==> config.mk <==
export PLATFORM = sky130hd
export DESIGN_NAME = lz77d_queue
export DESIGN_NICKNAME = d
export VERILOG_FILES = /design/src/design/lz77d_pkg.sv /design/src/design/lz77d_queue.sv
export SDC_FILE = /design/constraint.sdc
export NUM_CORES = 1
export LEC_CHECK = 0
export ABC_AREA = 0
export BUFFER_PORTS_ARGS = -buffer_cell sky130_fd_sc_hd__buf_2
export CAP_MARGIN = 10
export CORE_ASPECT_RATIO = 1.5
export CORE_MARGIN = 2
export CORE_UTILIZATION = 25
export DETAILED_ROUTE_END_ITERATION = 6
export PLACE_DENSITY = 0.37
export SLEW_MARGIN = 40
export SYNTH_ARGS = -nofsm -noshare
export SYNTH_HDL_FRONTEND = slang
export SYNTH_SLANG_ARGS = --single-unit
==> constraint.sdc <==
create_clock -name clk -period 8.65 [get_ports clk]
set_input_delay 1.2975 -clock clk [delete_from_list [all_inputs] [get_ports clk]]
set_output_delay 1.2975 -clock clk [all_outputs]
set_load 0.005 [all_outputs]
==> src/design/lz77d_pkg.sv <==
// Package for the LZ77 text token decoder: widths, codes, command type.
// No dependencies.
`default_nettype none
package lz77d_pkg;
  localparam int WINDOW_DEF    = 4096;
  localparam int MAX_MATCH_DEF = 63;
  localparam int WS_W          = 13;
  localparam int DIST_W        = 13;
  localparam int LEN_W         = 7;
  localparam logic [DIST_W-1:0] DIST_SAT = 13'd8191;
  localparam logic [LEN_W-1:0]  LEN_SAT  = 7'd127;
  localparam logic [7:0] CH_PCT   = 8'h25;
  localparam logic [7:0] CH_COMMA = 8'h2c;
  localparam logic [7:0] CH_ZERO  = 8'h30;
  localparam logic [7:0] CH_NINE  = 8'h39;

  localparam logic [2:0] ERR_NONE   = 3'd0;
  localparam logic [2:0] ERR_ESC    = 3'd1;
  localparam logic [2:0] ERR_TOKEN  = 3'd2;
  localparam logic [2:0] ERR_DIST   = 3'd3;
  localparam logic [2:0] ERR_LEN    = 3'd4;

  typedef enum logic [2:0] {
    CMD_NOP, CMD_LIT, CMD_COPY, CMD_ERR
  } cmd_op_t;

  // one command from the parser to the executor
  typedef struct packed {
    cmd_op_t           op;
    logic [7:0]        lit;
    logic [DIST_W-1:0] distance;
    logic [LEN_W-1:0]  len;
    logic [2:0]        err;
    logic              last;     // last command of this input
    logic              restart;  // restart state after this command
  } cmd_t;
endpackage
`default_nettype wire

==> src/design/lz77d_queue.sv <==
// Short command queue between parser and executor.
// Depends on lz77d_pkg.
`default_nettype none
module lz77d_queue
  import lz77d_pkg::*;
(
  input  wire logic clk,
  input  wire logic rst,
  input  wire logic in_valid,
  output logic      in_ready,
  input  wire cmd_t in_cmd,
  output logic      out_valid,
  input  wire logic out_ready,
  output cmd_t      out_cmd
);
  localparam int DEPTH = 4;
  cmd_t       q [DEPTH];
  logic [1:0] rp, wp;
  logic [2:0] cnt;
  logic       push, pop;

  assign in_ready  = (cnt != 3'(DEPTH));
  assign out_valid = (cnt != 3'd0);
  assign out_cmd   = q[rp];
  assign push      = in_valid && in_ready;
  assign pop       = out_valid && out_ready;

  always_ff @(posedge clk) begin
    if (rst) begin
      rp <= '0; wp <= '0; cnt <= '0;
    end else begin
      if (push) begin
        q[wp] <= in_cmd; wp <= wp + 2'd1;
      end
      if (pop) begin
        rp <= rp + 2'd1;
      end
      cnt <= cnt + 3'(push) - 3'(pop);
    end
  end
endmodule
`default_nettype wire

* Word-level counts from Yosys, hierarchy flattened
Memories as Yosys holds them, arrays and structs flattened. A register that Yosys moved wholly into a read port is not among the register bits. Cells that the tools add are included.
Word-level totals: register bits after elaboration 7, memory bits (writable) 144, input port bits 40, output and inout port bits 38, word-level logic and storage cells 17, memories kept 1
Memories:
- q | depth 4, width 36, read ports 1, clocked after memory_dff 1, write ports 1, line lz77d_queue.sv:17 | cmd_t q [DEPTH];
Cells by class: $add $sub $neg 4, equal/unequal tests 1, muxes and demuxes 5, reduce and logical (&&, ||, !) cells 3
Operators with widths (count):
- 2-bit by 1-bit adder with 2-bit output (second input constant) | 2
- 2-bit 2-to-1 mux | 2
- 3-bit by 1-bit adder with 3-bit output | 1
- 1-bit 2-to-1 mux | 3
- 3-bit != test (second input constant) | 1
- 3-bit nonzero test | 1
- 3-bit by 1-bit subtractor with 3-bit output | 1
- 1-bit logical AND | 2

* Logic depth before layout (Yosys ltp)
depth after elaboration 5, gate-level depth with buffers 11, depth with buffers taken out 11

* Least setup slack after synthesis
OpenSTA, ideal clock, no wires.
kind input to register, start point input in_valid, end point memory q[0][0] (netlist bit) (enable), setup time 0.482 ns, arrival time 4.210 ns, setup slack 3.958 ns, cell stages on the path 3, cells stage by stage and2_4 inv_1 nor3b_1
Between the ends: longest elaborated chain between the ends 4
Ends and longest elaborated chain:
- start: declaration | line lz77d_queue.sv:9 | input wire logic in_valid,
- 1-bit logical AND | line lz77d_queue.sv:25 | assign push = in_valid && in_ready;
- 1-bit 2-to-1 mux | line lz77d_queue.sv:32 | if (push) begin
- 1-bit 2-to-1 mux | line lz77d_queue.sv:29 | if (rst) begin
- 1-bit 2-to-1 mux (implied by the code) | line lz77d_queue.sv:33 | q[wp] <= in_cmd; wp <= wp + 2'd1;
- end: declaration | line lz77d_queue.sv:17
No other way between the ends.

==> results.md <==
* Slew HR at 58.1%
* Crit Path Category: reg2out
* Worst R2R Path Depth at 11
* R2R Path Start: cnt[2]$_SDFF_PP0_
* Synth Cell Area at 5660 um2
* Pins Over Slew Limit at 0
* Placed inst area at 6420 um2
* CTS tree: yes
* FP Rows at 67
* R2r setup slk at 6120 ps
* Post-cts resize count at 0
* Max Fanout on Critical Path at 20
* Fin crit share at 37.9%
* Final nets at 375
* Post-layout minimum cycle time at 3280 ps
* Async set or reset register ratio after synthesis at 0%
* Setup Viol. Count Final at 0
* Worst path top cell family by delay: flip-flops
* Cells along the critical path: buf_12 > mux4_2 > buf_2
* Synth Warn # at 0
* Postcts setup bufs at 0
* Lkg Pwr at 2.30 nW
* Outcome: finished, final reports clean
* Commonest cells after routing, fill and taps aside: edfxtp_1, buf_2, mux4_2
* Initial core utilization at 25.4%
* Initial antenna violation count at 1
* Number of global-route vias before repair at 3,017
* Die X at 127 um
* CP endpoint kind: output port
* Unrepaired setup endpoints after global routing: no
* Share of layout cells above drive strength 1 at 45.5%
* Clk buf depth at 2
* Top Ports at 78
* Clk root buf: clkbuf_16
* Crit path launch type: register
* HPWL Detailed at 6670 um
* Syn Area/Cell at 24.0 um2
* Number of flops mapped to enable cells by yosys at 144
* RR Endpoint: cnt[2]$_SDFF_PP0_
* Initial DRT Pass Iterations at 4
* Register bit total from synthesis at 153
* DR iter-0 viols at 156
* Filler instances at 2,190
* Die area at 23,900 um2
* Hold Path Class: reg2reg
* Drt via density at 4.21
* Layout area overhead at 23.4%
* Slowest stage delay, CP at 590 ps
* Prevailing post-synth register cell: edfxtp_1
* Final hold vios at 0
* # DRC at 0
* Total gr overflow at 0
* Crit path buf inv count at 2
* Power Density at 285 nW/um2
* Antenna cell count at 0
* Port Buffers at 77
* Actual slew at the worst max-slew pin at 628 ps
* CTS clk-pin slew, worst paths at 60 ps
* First-pass GRT wire length at 17,600 um
* Antenna viol nets, final at 0
* Worst EP arrival at 1980 ps
* Hold Buf Count CTS at 0
* Largest net degree at the start of global routing at 37
* Post-Route Setup TNS at 0 ps
* Core Area at 22,300 um2
* H-tree levels at 4
* Sequential share of the synthesized area at 79.6%
* Syn nets at 283
* Clock Latency Late Sink at 420 ps
* Distinct cell type count after synthesis at 26
* Chip Height at 188 um
* Req. time, crit path at 7350 ps
* Num CTS Buffers at 17
* Final Cell Area at 6980 um2
* GP Congestion at 0.648
* Max-cap viol count at 0
* Clock skew at 9.51 ps
* Slowest cell on the critical path: dfxtp_4
* Drt total wl at 11,400 um
* Clk sink count at 153
* Critical Path End: out_cmd[6]
* Vias at 2,597
* All-Layer GR Usage at 10.2%
* Peak supply drop at 0.000153 V
* Crit path depth at 3
* DR WL/cell at 18.4 um
* Max frequency at 305 MHz
* Cells after Synth at 236
* Commonest non-fill, non-tap cell in the layout: edfxtp_1
## Yosys cell counts, types with 2 or more instances
master    count  area, um2
ha_1          6       75.1
mux4_2       36        811
buf_1         3       11.3
buf_4         3       22.5
dfxtp_1       9        180
nor2_1        7       26.3
nor3b_1       4       30.0
nand2b_1      2       12.5
edfxtp_1    144       4320
inv_1         5       18.8
xor2_1        2       17.5
## final cells by class
type,instances,area [um2],area share [%]
timing repair buffer,82,435,6.24
tap,276,345,4.95
multi-input combinational,69,1110,15.9
sequential,153,4510,64.6
clock inverter,12,128,1.83
inverter,5,18.8,0.269
clock buffer,20,437,6.25
## worst register-to-register path, cell delays in order, from the launching register on
cell and delay, ps:
dfxtp_1 410, or3b_1 390, and2_4 190, inv_1 180
ha_1 260, inv_1 50, ha_1 130, inv_1 40
fa_1 360, xor2_1 160, and2_1 160, nor3_1 110
## kinds of logic (layout without fill, tap and decap cells)
kind of cell / count (synthesis) / count (layout) / synth area share [%]
fa+ha+maj: 7 / 7 / 1.68
xor+xnor: 3 / 3 / 0.464
simple gates: 19 / 19 / 1.97
buf+inv: 14 / 119 / 1.17
mux: 38 / 38 / 14.8
compound gates: 2 / 2 / 0.332
flops: 153 / 153 / 79.6
## per-stage QoR
step	instances	hold WS, ps	util (%)	power (mW)	worst slack [ps]
2_1_floorplan	236	481	-	1.16	3960
3_3_place_gp	584	517	28.7	1.31	5580
3_5_place_dp	585	517	28.8	1.33	5560
4_1_cts	617	532	31.3	2.04	5270
5_1_grt	617	570	31.3	2.10	5210
6_report	617	520	31.3	1.99	5370
## worst min path at each step
stage / start / to / slack (ps) / depth (start not counted)
floorplan: wp[1]$_SDFFE_PP0P_ / wp[1]$_SDFFE_PP0P_ / 480 / 2
CTS: wp[1]$_SDFFE_PP0P_ / wp[1]$_SDFFE_PP0P_ / 530 / 2
finish: wp[1]$_SDFFE_PP0P_ / wp[1]$_SDFFE_PP0P_ / 520 / 2
global route: rp[1]$_SDFFE_PP0P_ / register / 570 / 2
global placement: wp[1]$_SDFFE_PP0P_ / wp[1]$_SDFFE_PP0P_ / 520 / 2
detailed placement: rp[1]$_SDFFE_PP0P_ / register / 520 / 2
## power by group
group / internal, mW / leakage [nW] / switching [mW]
Sequential: 0.871 / 1.38 / 0.0566
Clock: 0.422 / 0.257 / 0.280
Combinational: 0.208 / 0.663 / 0.152
## flip-flops by register name (all words and copies together), names as in the netlist, named ones only
name	cells
wp	2
cnt	3
rp	2
q	144
## metal layers
| layer | vias up | part of all wire, % | GRT usage, % |
|---|---|---|---|
| li1 | 1168 | - | - |
| met1 | 1352 | 40 | 11.5 |
| met2 | 60 | 54 | 17.7 |
| met3 | 15 | 4.8 | 3.63 |
| met4 | 2 | 1.5 | 4.06 |
| met5 | - | 0.11 | 0 |
Power figures use the tool's default switching activity.
